File: src/hdl/ltfe_pkg.sv
// ---------------------------------------------------------------------------
// ltfe_pkg
// types and constants shared by the tlv field extractor modules
// ---------------------------------------------------------------------------
package ltfe_pkg;

   typedef struct packed {
      logic [7:0] data_byte;
      logic       frame_last;
   } ltfe_req_type;

   typedef struct packed {
      logic [6:0]  tlv_type;
      logic [8:0]  tlv_length;
      logic [1:0]  value_kind;
      logic [47:0] field_value;
      logic        truncated;
      logic        frame_done;
   } ltfe_rsp_type;

   typedef enum logic [1:0] {
      PH_HDR0  = 2'd0,
      PH_HDR1  = 2'd1,
      PH_VALUE = 2'd2,
      PH_DONE  = 2'd3
   } ltfe_phase_type;

   localparam logic [6:0]  TLV_END     = 7'd0;
   localparam logic [6:0]  TLV_CHASSIS = 7'd1;
   localparam logic [6:0]  TLV_PORT    = 7'd2;
   localparam logic [6:0]  TLV_ORG     = 7'd127;

   localparam logic [7:0]  SUB_CHASSIS_MAC = 8'h04;
   localparam logic [7:0]  SUB_PORT_MAC    = 8'h03;
   localparam logic [31:0] ORG_PORT_VLAN   = 32'h0080_C201;

   localparam logic [8:0]  MAC_MIN_LEN  = 9'd7;
   localparam logic [8:0]  VLAN_MIN_LEN = 9'd6;

   localparam logic [1:0]  KIND_NONE        = 2'd0;
   localparam logic [1:0]  KIND_CHASSIS_MAC = 2'd1;
   localparam logic [1:0]  KIND_PORT_MAC    = 2'd2;
   localparam logic [1:0]  KIND_PORT_VLAN   = 2'd3;

endpackage

File: src/hdl/ltfe_parser.sv
// ---------------------------------------------------------------------------
// ltfe_parser
// tlv walk state and per-byte result decode
// ---------------------------------------------------------------------------
module ltfe_parser
   import ltfe_pkg::*;
(
   input  logic         clock,
   input  logic         reset,
   input  logic         step,
   input  ltfe_req_type word,
   output logic         res_valid,
   output ltfe_rsp_type res_word
);

   ltfe_phase_type phase_ff, phase_in;
   logic [6:0]     type_ff, type_in;
   logic [8:0]     len_ff, len_in;
   logic [8:0]     idx_ff, idx_in;
   logic [31:0]    pre_ff, pre_in;
   logic [47:0]    shf_ff, shf_in;

   always_ff @(posedge clock) begin
      if (reset) begin
         phase_ff <= PH_HDR0;
         type_ff  <= '0;
         len_ff   <= '0;
         idx_ff   <= '0;
         pre_ff   <= '0;
         shf_ff   <= '0;
      end else if (step) begin
         if (word.frame_last) begin
            phase_ff <= PH_HDR0;
            type_ff  <= '0;
            len_ff   <= '0;
            idx_ff   <= '0;
            pre_ff   <= '0;
            shf_ff   <= '0;
         end else begin
            phase_ff <= phase_in;
            type_ff  <= type_in;
            len_ff   <= len_in;
            idx_ff   <= idx_in;
            pre_ff   <= pre_in;
            shf_ff   <= shf_in;
         end
      end
   end

   logic [7:0] b;
   logic       last;
   logic       complete;
   logic       trunc_only;
   logic [7:0] subtype;

   always_comb begin
      b          = word.data_byte;
      last       = word.frame_last;
      phase_in   = phase_ff;
      type_in    = type_ff;
      len_in     = len_ff;
      idx_in     = idx_ff;
      pre_in     = pre_ff;
      shf_in     = shf_ff;
      complete   = 1'b0;
      trunc_only = 1'b0;
      res_valid  = 1'b0;
      res_word   = '0;

      case (phase_ff)
         PH_HDR0: begin
            type_in    = b[7:1];
            len_in     = {b[0], 8'h00};
            phase_in   = PH_HDR1;
            trunc_only = last;
         end
         PH_HDR1: begin
            len_in = {len_ff[8], b};
            idx_in = '0;
            pre_in = '0;
            shf_in = '0;
            if (type_ff == TLV_END) begin
               res_valid           = 1'b1;
               res_word.frame_done = 1'b1;
               phase_in            = PH_DONE;
            end else if (len_in == 9'd0) begin
               complete = 1'b1;
               phase_in = PH_HDR0;
            end else begin
               phase_in   = PH_VALUE;
               trunc_only = last;
            end
         end
         PH_VALUE: begin
            if (idx_ff < 9'd4)
               pre_in = {pre_ff[23:0], b};
            if (type_ff == TLV_ORG) begin
               if (idx_ff == 9'd4 || idx_ff == 9'd5)
                  shf_in = {shf_ff[39:0], b};
            end else if (idx_ff >= 9'd1 && idx_ff <= 9'd6) begin
               shf_in = {shf_ff[39:0], b};
            end
            idx_in = idx_ff + 9'd1;
            if (idx_in >= len_ff) begin
               complete = 1'b1;
               phase_in = PH_HDR0;
            end else begin
               trunc_only = last;
            end
         end
         default: begin
         end
      endcase

      subtype = pre_in[31:24];
      if (complete) begin
         res_valid           = 1'b1;
         res_word.truncated  = last;
         res_word.frame_done = last;
         if (type_in == TLV_CHASSIS && len_in >= MAC_MIN_LEN
             && subtype == SUB_CHASSIS_MAC) begin
            res_word.value_kind  = KIND_CHASSIS_MAC;
            res_word.field_value = shf_in;
         end else if (type_in == TLV_PORT && len_in >= MAC_MIN_LEN
                      && subtype == SUB_PORT_MAC) begin
            res_word.value_kind  = KIND_PORT_MAC;
            res_word.field_value = shf_in;
         end else if (type_in == TLV_ORG && len_in >= VLAN_MIN_LEN
                      && pre_in == ORG_PORT_VLAN) begin
            res_word.value_kind  = KIND_PORT_VLAN;
            res_word.field_value = {32'h0, shf_in[15:0]};
         end else begin
            res_word.value_kind  = KIND_NONE;
         end
      end else if (trunc_only) begin
         res_valid           = 1'b1;
         res_word.truncated  = 1'b1;
         res_word.frame_done = 1'b1;
      end
      res_word.tlv_type   = type_in;
      res_word.tlv_length = len_in;
   end

endmodule

File: src/hdl/ltfe_out_skid.sv
// ---------------------------------------------------------------------------
// ltfe_out_skid
// result register with one skid word; full comes from a register, not rsp_stall
// ---------------------------------------------------------------------------
module ltfe_out_skid
   import ltfe_pkg::*;
(
   input  logic         clock,
   input  logic         reset,
   input  logic         push,
   input  ltfe_rsp_type push_word,
   output logic         full,
   output logic         rsp_valid,
   input  logic         rsp_stall,
   output ltfe_rsp_type rsp_word
);

   logic         out_valid_ff;
   logic         hold_valid_ff;
   ltfe_rsp_type out_ff;
   ltfe_rsp_type hold_ff;
   logic         take;

   assign take      = out_valid_ff && !rsp_stall;
   assign full      = hold_valid_ff;
   assign rsp_valid = out_valid_ff;
   assign rsp_word  = out_ff;

   always_ff @(posedge clock) begin
      if (reset) begin
         out_valid_ff  <= 1'b0;
         hold_valid_ff <= 1'b0;
      end else if (hold_valid_ff) begin
         if (take)
            hold_valid_ff <= 1'b0;
      end else if (push) begin
         if (!out_valid_ff || take)
            out_valid_ff <= 1'b1;
         else
            hold_valid_ff <= 1'b1;
      end else if (take) begin
         out_valid_ff <= 1'b0;
      end
   end

   // payload moves without reset
   always_ff @(posedge clock) begin
      if (hold_valid_ff) begin
         if (take)
            out_ff <= hold_ff;
      end else if (push) begin
         if (!out_valid_ff || take)
            out_ff <= push_word;
         else
            hold_ff <= push_word;
      end
   end

endmodule

File: src/hdl/lldp_tlv_field_extractor_core.sv
// ---------------------------------------------------------------------------
// lldp_tlv_field_extractor_core
// output: a result word goes into the result register, or into the skid word while rsp is stalled
// throughput: one payload byte per cycle while the skid word is free, set by the single parse state update
// reset: synchronous, parser back to first header byte, no result pending
// ---------------------------------------------------------------------------
module lldp_tlv_field_extractor_core
   import ltfe_pkg::*;
(
   input  logic         clock,
   input  logic         reset,
   // payload byte channel
   input  logic         req_valid,
   output logic         req_stall,
   input  ltfe_req_type req_word,
   // completed tlv channel
   output logic         rsp_valid,
   input  logic         rsp_stall,
   output ltfe_rsp_type rsp_word
);

   // a byte is taken whenever the skid word is free
   logic         skid_full;
   logic         step;
   logic         res_valid;
   ltfe_rsp_type res_word;

   assign req_stall = skid_full;
   assign step      = req_valid && !skid_full;

   // tlv walk: header bytes, value bytes, and after the end tlv ignore until frame end
   ltfe_parser u_parser (
      .clock     (clock),
      .reset     (reset),
      .step      (step),
      .word      (req_word),
      .res_valid (res_valid),
      .res_word  (res_word)
   );

   // result register plus skid word; at most one result per byte
   ltfe_out_skid u_out (
      .clock     (clock),
      .reset     (reset),
      .push      (step && res_valid),
      .push_word (res_word),
      .full      (skid_full),
      .rsp_valid (rsp_valid),
      .rsp_stall (rsp_stall),
      .rsp_word  (rsp_word)
   );

endmodule

File: config.mk
export PLATFORM = sky130hd
export DESIGN_NAME = lldp_tlv_field_extractor_core
export DESIGN_NICKNAME = d
export VERILOG_FILES = /design/src/hdl/ltfe_pkg.sv /design/src/hdl/ltfe_parser.sv /design/src/hdl/ltfe_out_skid.sv /design/src/hdl/lldp_tlv_field_extractor_core.sv
export SDC_FILE = /design/constraint.sdc
export NUM_CORES = 1
export LEC_CHECK = 0
export ABC_AREA = 1
export BUFFER_PORTS_ARGS = -buffer_cell sky130_fd_sc_hd__clkbuf_2
export CORE_AREA = 4 4 187 189
export DETAILED_ROUTE_END_ITERATION = 7
export DIE_AREA = 0 0 191 193
export PLACE_DENSITY = 0.59
export SLEW_MARGIN = 10
export SYNTH_ARGS = -nofsm -noshare
export SYNTH_HDL_FRONTEND = slang
export SYNTH_SLANG_ARGS = --single-unit
File: constraint.sdc
create_clock -name clock -period 6.5 [get_ports clock]
set_clock_uncertainty 0.2 [all_clocks]
set_input_delay 0.325 -clock clock [delete_from_list [all_inputs] [get_ports clock]]
set_output_delay 0.325 -clock clock [all_outputs]
set_load 0.005 [all_outputs]
# Word-level counts from Yosys, hierarchy flattened
# Index checks and enable logic that the tools add are counted.
[word_totals] register_bits=245 input_bits=13 output_inout_bits=70 wordCells=120
[op_classes] addsub=1 n_lt_le_gt_ge=6 eq_ne=14 muxes=49 bitwise_logic=2 reduce_logical=28
[ops] cell="2-to-1 mux 68 bit" count=4
[ops] cell="2-to-1 mux 48 bit" count=4
[ops] cell="2-to-1 mux 50 bit" count=3
[ops] cell="case mux 48 bit (2 select lines)" count=1
[ops] cell="2-to-1 mux 32 bit" count=2
[ops] cell="case mux 32 bit (2 select lines)" count=1
[ops] cell="case mux 9 bit (2 select lines)" count=2
[ops] cell="== test 32 x 24 -> 1 bit, second input constant" count=1
[ops] cell="== test 9 x 3 -> 1 bit, second input constant" count=2
[ops] cell=">= comparator 9 x 3 -> 1 bit, second input constant" count=2
[ops] cell="2-to-1 mux 9 bit" count=2
[ops] cell="2-to-1 mux 1 bit" count=17
[ops] cell="2-to-1 mux 16 bit" count=1
[ops] cell="== test 7 bit, second input constant" count=2
[ops] cell="2-to-1 mux 2 bit" count=7
[ops] cell="2-to-1 mux 7 bit" count=2
[ops] cell="AND reduction 3 bit" count=4
[ops] cell="logical AND 1 bit" count=10
[ops] cell="adder 9 x 1 -> 9 bit, second input constant" count=1
[ops] cell=">= comparator 9 x 1 -> 1 bit, second input constant" count=1
[ops] cell=">= comparator 9 bit" count=1
[ops] cell="less-or-equal comparator 9 x 3 -> 1 bit, second input constant" count=1
[ops] cell="logical NOT 9 bit" count=1
[ops] cell="less-than comparator 9 x 3 -> 1 bit, second input constant" count=1
[ops] cell="other kinds (20)" count=27

# Depth between registers and ports, before layout
# Gate-level depths: netlist of the first run.
[logic_depth] word_depth=12 ltp_mapped=19 mapped_depth_nobuf=18

# By module
# A second synthesis of the first run with hierarchy kept.
[unflattened] hier_cells=1777 hier_area_um2=13230.2
[modules_own_cells] mod="ltfe_parser" instances=1 cells_each=1397 area_each_um2=8149.1
[modules_own_cells] mod="ltfe_out_skid" instances=1 cells_each=375 area_each_um2=5057.4
[modules_own_cells] mod="lldp_tlv_field_extractor_core" instances=1 cells_each=5 area_each_um2=23.8

# Worst setup path before layout of the first run
# Ideal clock, no wire load.
[synth_path] path_type="register to register" from="register u_parser.idx_ff[0]" to="register u_out.out_ff, in the netlist u_out.rsp_word[0] (enable)" setup_ns=0.516 arrival_ns=5.633 setup_slack_ns=0.151 path_stages_with_launch=18 path_buffers=1 period_less_slack_ns=6.349 path_cell_list="dfxtp_1 ha_1 nand3_1 nor2_1 nand2_1 nor3_1 xor2_1 ha_1 nand2_1 nor2_1 o21ai_0 nand2_1 inv_1 o21a_1 clkbuf_1 nand3_1 nand2_1 a21oi_1"
[synth_via] elab_chain_len=9 elab_cells_between_ends=11
[synth_lines] element="start: declaration" line="ltfe_parser.sv:19" text="logic [8:0] idx_ff, idx_in;"
[synth_lines] element="start signal: assignment" line="ltfe_parser.sv:43" text="idx_ff <= idx_in;"
[synth_lines] element="adder 9 x 1 -> 9 bit *" line="ltfe_parser.sv:103" text="idx_in = idx_ff + 9'd1;"
[synth_lines] element=">= comparator 9 bit *" line="ltfe_parser.sv:104" text="if (idx_in >= len_ff) begin"
[synth_lines] element="2-to-1 mux 1 bit" line="ltfe_parser.sv:104"
[synth_lines] element="case mux 1 bit (3 select lines)" line="ltfe_parser.sv:70" text="case (phase_ff)"
[synth_lines] element="2-to-1 mux 1 bit" line="ltfe_parser.sv:135" text="end else if (trunc_only) begin"
[synth_lines] element="2-to-1 mux 1 bit *" line="ltfe_parser.sv:116" text="if (complete) begin"
[synth_lines] element="logical AND 1 bit *" line="lldp_tlv_field_extractor_core.sv:45" text=".push (step && res_valid),"
[synth_lines] element="nonzero test 2 bit (no line) *"
[synth_lines] element="AND reduction 3 bit (no line) *"
[synth_lines] element="end signal: assignment" line="ltfe_out_skid.sv:50" text="out_ff <= hold_ff;"
[synth_lines] element="end signal: assignment" line="ltfe_out_skid.sv:53" text="out_ff <= push_word;"
[synth_lines] element="end: declaration" line="ltfe_out_skid.sv:20" text="ltfe_rsp_type out_ff;"
# Mark *: on every way between the ends. The rest lies on a longest branch, timed or not.
# A chain may end at the register's enable or synchronous reset.

==> results of run 1 <==
==> layer usage <==
layer | up-vias | part of all wire | global-route usage
met4 | 0 | 0.021 | 0.0514
met1 | 5362 | 0.46 | 0.252
met5 | - | 0 | 0
met2 | 285 | 0.47 | 0.313
li1 | 5801 | - | -
met3 | 48 | 0.050 | 0.0247
==> area by class of cell <==
class | count | area (um^2) | area share
Multi-Input combinational cell | 1174 | 6280 | 0.411
Clock buffer | 36 | 762 | 0.0499
Clock inverter | 15 | 174 | 0.0114
Inverter | 185 | 697 | 0.0456
Timing Repair Buffer | 96 | 536 | 0.0351
Sequential cell | 245 | 6270 | 0.410
Tap cell | 448 | 561 | 0.0367
==> timing repair <==
item / in CTS / in global routing
gates resized for setup: 0 / 0
hold buffers: 2 / 0
hold endpoints to repair: 3 / 0
==> state kept, by name, indices dropped and copies added (netlist names) <==
name and cells:
u_parser.pre_ff 32, u_out.rsp_word 68, u_out.rsp_valid 1, u_parser.type_ff 7, u_parser.shf_ff 48, u_parser.len_ff 9, u_parser.idx_ff 9, u_out.hold_ff 68
u_parser.phase_ff 2, u_out.full 1
==> worst min-delay path by stage <==
stage                              startpoint                   to  slack [ps]  cells past startpoint
after floorplan            u_parser.len_ff[1]   u_parser.len_ff[1]         250                      2
after global placement    u_parser.pre_ff[26]  u_parser.pre_ff[26]         250                      2
after detailed placement  u_parser.pre_ff[18]  u_parser.pre_ff[18]         260                      2
after CTS                         req_word[6]    u_out.hold_ff[57]          10                      3
after global routing              req_word[6]    u_out.hold_ff[57]          30                      3
final                             req_word[6]    u_out.hold_ff[57]          50                      3
==> cell usage in the layout (no fill, tap or decap), types with 5 or more instances in the layout <==
master,count
nor2_1,90
inv_1,173
xor2_1,7
a21boi_0,6
o21ai_2,5
nor2_4,7
clkbuf_2,81
nand3_4,5
clkbuf_1,6
nand2_2,25
edfxtp_1,136
a21oi_1,236
inv_2,11
clkinv_2,7
buf_4,12
o21ai_1,6
a21boi_2,10
dfxtp_1,109
nand4_1,30
clkbuf_16,29
a21oi_2,40
nand2_4,10
nand2_1,370
nor3_1,9
nand3_1,88
o21ai_0,140
ha_1,16
nand3_2,36
==> metrics by stage <==
stage          hold WS (ps)  total power (W)  utilization
5_1_grt                33.5          0.00411        0.459
2_1_floorplan           245          0.00220            -
4_1_cts                13.0          0.00397        0.459
3_5_place_dp            255          0.00235        0.430
6_report               51.7          0.00392        0.459
3_3_place_gp            252          0.00235        0.430
==> report_power, final <==
part	switching [W]	internal, W
registers	0.0000218	0.00171
clock network	0.000624	0.000981
logic	0.000431	0.000157
total	0.00108	0.00284
==> worst max-delay path, stage by stage, from the launching register on <==
cell	delay, ps
dfxtp_1	430
ha_1	230
nand3_1	130
nor2_1	120
nand2_1	80
nor3_1	190
xor2_1	120
ha_1	300
nand2_1	60
nor2_1	100
o21ai_0	80
nand2_1	110
inv_1	70
o21a_1	160
buf_4	210
inv_2	740
nand4_2	730
a21boi_0	390
==> logic make-up after synthesis <==
kind of cell / Yosys count / share of synthesized area
and+or+nand+nor: 688 / 0.245
adders and majority gates: 16 / 0.0145
AOI/OAI and AO/OA: 463 / 0.189
buffers and inverters: 297 / 0.0920
DFF: 245 / 0.455
xor gates and xnor gates: 7 / 0.00445
==> metrics.txt, run 1 <==
status=finished, final reports clean; fin crit period=4680 ps; clock latency on the worst-skew pair=540 ps; arrival time worst endpoint=4840 ps; DRT Pass-1 Iters=5; Worst-Margin Slew=1080 ps; Num CTS Buffers=28; Ys Warns=0; synth top area cells=edfxtp_1 (30%), dfxtp_1 (16%), nand2_1 (10%); Min-Delay Path Class=in -> reg; reg2reg end=u_out.hold_ff[2]; Final Worst Setup Slack=1820 ps; # IOs=83; Total Wirelength=34700 um; Main synth FF type=edfxtp_1; Syn Nets=roughly 1700; Seq/Total Area, Yosys=0.455; largest net degree at the start of global routing=97; placed insts=2146; fin area=15300 um^2; Initial Utilization=0.414; CTS tree=built; Area Overhead vs Synth=10.8%; max cap viols=0; synthesized cell area=13800 um^2; Die Y=193 um; Post-CTS Setup Bufs=0; Post-synth ARST share=0; core area=33300 um^2; Peak VDD IR=0.240 mV; dpl cell area=14300 um^2; Die ar.=36900 um^2; Cell Rows=67; Leak Pwr=roughly 5.8 nW; initial antenna violation count=0; DP HPWL=21900 um; Startpoint Class=flip-flop; CP startpoint=u_parser.idx_ff[0]; number of DRC markers in iteration 0=between 1000 and 1500; share of cells above drive strength 1=0.172; crit-path max FO=37; Post-Syn Area per Cell=8.03 um^2; Fillers=between 3000 and 4000; critical path capture point type=flip-flop; Crit Path Class=reg -> reg; number of synthesized flops with an enable pin=136; GR Overflow Total=0; Setup crit end=u_out.hold_ff[2]; Buffers on Ports=82; reg-to-reg critical path startpoint=u_parser.idx_ff[0]; Yosys cell types=46; RSZ-0062 raised after global routing=false; Final Hold Violating Endpoints=0; R2R setup slack=around 1800 ps; most common library cells after synthesis=nand2_1 (372), a21oi_1 (237), inv_1 (176); cells on worst reg2reg path=17; Placer Congestion=0.919; Sum Neg Setup Slack=0 ps; DP Worst Slack=between 1500 and 2000 ps; Fmax achieved=0.213 GHz; Post-Synthesis Cells=1716; diode count=0; vias in the first global route=10800; Synth Register Bits=between 200 and 250; Power per Cell Area=257 nW/um^2; Synth area leader=edfxtp_1; CP required=6660 ps; htree depth=1; Overall Global Routing Usage=0.185; per-cell routed wire length=approximately 16 um; vias per inst=5.23; Die X=191 um; most common cell in the netlist=nand2_1; global-route wire length before repair=56500 um; detailed-route DRC error count=0; clk slew on worst S/H paths=approximately 60 ps; Slew Limit Fails=0; vias=around 11000; Max Buffers Root-to-Sink=3; final period utilization=0.721; clk sinks=245; antenna viol nets, final=0; Yosys top cell area share=0.296; relative slew slack=0.281; final number of setup-violating endpoints=0; Root Buffer=clkbuf_16; Final nets=roughly 1800; Final Instance Count excl. Fillers=2199
Note: power is estimated with default switching activity, not from simulation.
==> run 2: changes to the inputs <==
--- a/config.mk
+++ b/config.mk
@@ -10,7 +10,7 @@
 export CORE_AREA = 4 4 187 189
 export DETAILED_ROUTE_END_ITERATION = 7
 export DIE_AREA = 0 0 191 193
-export PLACE_DENSITY = 0.59
+export PLACE_DENSITY = 0.57
 export SLEW_MARGIN = 10
 export SYNTH_ARGS = -nofsm -noshare
 export SYNTH_HDL_FRONTEND = slang
==> constraint.sdc (replaced) <==
create_clock -name clock -period 4.9 [get_ports clock]
set_clock_uncertainty 0.2 [all_clocks]
set_input_delay 0.245 -clock clock [delete_from_list [all_inputs] [get_ports clock]]
set_output_delay 0.245 -clock clock [all_outputs]
set_load 0.005 [all_outputs]
==> run 2 against run 1 <==
Sequential cell count unchanged. Routed wire length rose by 2.6%. First-iteration DRC count decreased by 9.3%. Power grew 28%. Combinational power grew 37%. Non-clock buffer count is 11 higher. Die area stayed put. Hold slack got worse by 9.8 ps. Cell count up 0.55%. Global-route usage rose by 0.40 points. Worst setup slack worse by 940 ps. Clock-buffer cell count grew 6. Critical path type unchanged.
==> metrics.txt, run 2 (synthesis gave the netlist of run 1 again) <==
Num CTS Buffers=28 (unchanged); relative slew slack=0.314 (+0.0326); Startpoint Class=flip-flop; DP HPWL=22800 um (+4.0%); clk sinks=245 (unchanged); final period utilization=0.821 (+0.100); clk slew on worst S/H paths=60 ps (about the same); core area=33300 um^2 (unchanged); Slew Limit Fails=0 (unchanged); status=finished, final reports clean; RSZ-0062 raised after global routing=false; clock latency on the worst-skew pair=540 ps (about the same); Peak VDD IR=0.260 mV (+8.4%); Sum Neg Setup Slack=0 ps (unchanged); CP max stage delay=620 ps (-120 ps); # IOs=83 (unchanged); max cap viols=0 (unchanged); Max Buffers Root-to-Sink=3 (unchanged); Final Hold Violating Endpoints=0 (unchanged); critical path capture point type=flip-flop; Fmax achieved=0.249 GHz (+16%); commonest non-fill, non-tap cell in the layout=nand2_1; largest net degree at the start of global routing=71 (-27%); Post-CTS Setup Bufs=0 (unchanged); Worst-Margin Slew=1030 ps (-50.4 ps); R2R setup slack=880 ps (-940 ps); htree depth=1 (unchanged); Die Y=193 um (unchanged); crit-path cells=ha_1, nand3_1, nor2_1, nand2_1, nor3_1, xor2_1, ha_1, nand2_1, nor2_1, a211oi_1, nand2_1, o21ai_0, nand2_1, nand3_1, nand2_1, a21oi_4, buf_12; Leak Pwr=5.81 nW (+0.18%); DP Worst Slack=923 ps (-852 ps); Power per Cell Area=329 nW/um^2 (+28%); Total Wirelength=35600 um (+2.6%); number of DRC markers in iteration 0=922 (-9.3%); vias in the first global route=10800 (-0.49%); crit-path max FO=27 (-27%); Root Buffer=clkbuf_16; per-cell routed wire length=16.1 um (+2.0%); global-route wire length before repair=57500 um (+1.7%); Area Overhead vs Synth=11.0%; detailed-route DRC error count=0 (unchanged); initial antenna violation count=0 (unchanged); final number of setup-violating endpoints=0 (unchanged); antenna viol nets, final=0 (unchanged); CP required=4930 ps (-1730 ps); Crit Path Class=reg -> reg; CTS tree=built; DRT Pass-1 Iters=5 (unchanged); vias per inst=5.31 (+1.6%); Die X=191 um (unchanged); Die ar.=36900 um^2 (unchanged); vias=11700 (+2.1%); share of cells above drive strength 1=0.173 (+0.000528); Buffers on Ports=82 (unchanged); GR Overflow Total=0 (unchanged); most frequent cells in the layout=nand2_1 (370), a21oi_1 (236), inv_1 (173); diode count=0 (unchanged); CP max-delay cell=a21oi_4; most used cell, CP=nand2_1; Final nets=1770 (+0.63%); fin crit period=4020 ps (-663 ps); Final Worst Setup Slack=879 ps (-937 ps); Cell Rows=67 (unchanged); Min-Delay Path Class=in -> reg; Overall Global Routing Usage=0.189 (+0.00397); Placer Congestion=0.883 (-4.0%); Initial Utilization=0.414 (unchanged); arrival time worst endpoint=4050 ps (-790 ps)
run 2: worst max-delay path: cells and delay by family, from the launching register on:
family / cells / cell delay, ps
flip-flops: 1 / 430
AND/OR/NAND/NOR: 10 / 1070
adder cells (fa/ha/maj): 2 / 500
buffers and inverters: 1 / 280
XOR/XNOR: 1 / 230
AO/OA/AOI/OAI: 3 / 960
run 2: metal layers:
layer	routed length, um	vias up	global-route usage
met5	0	-	0
met4	799	0	0.0494
met3	1890	59	0.0230
met2	16700	325	0.318
met1	16200	5547	0.261
li1	-	5812	-
run 2: area by class of cell:
cell class,count,area (um^2)
Clock buffer,42,795
Clock inverter,10,51.3
Fill cell,3326,18000
Inverter,185,697
Multi-Input combinational cell,1174,6290
Sequential cell,245,6270
Tap cell,448,561
Timing Repair Buffer,107,651
run 2: per-stage QoR:
stage / utilization / total power (W) / std cells / area (um^2) / hold WS (ps)
final: 0.460 / 0.00504 / 2211 / 15300 / 41.9
after global routing: 0.460 / 0.00528 / 2211 / 15300 / 53.1
after CTS: 0.460 / 0.00509 / 2211 / 15300 / 15.8
after detailed placement: 0.433 / 0.00314 / 2154 / 14400 / 255
after global placement: 0.433 / 0.00314 / 2154 / 14400 / 252
after floorplan: - / 0.00291 / 1716 / 13800 / 245
run 2: repair_timing:
action                                  in CTS  in global routing
hold buffers                                 5                  0
gates resized for setup                      0                  0
endpoints found under the setup margin       0                  0
endpoints found under the hold margin        6                  0
run 2: final timing paths:
check / start / to / cells after the start
worst max-delay path: u_parser.idx_ff[0] / u_out.rsp_word[47] / 17
worst min-delay path: reset / u_parser.shf_ff[45] / 2
worst max register to register: u_parser.idx_ff[0] / u_out.rsp_word[47] / 17
worst min register to register: u_parser.pre_ff[21] / u_parser.pre_ff[21] / 2
run 2: power breakdown:
part,internal (W),switching (W)
clock network,0.00111,0.000820
registers,0.00226,0.0000299
logic,0.000222,0.000586
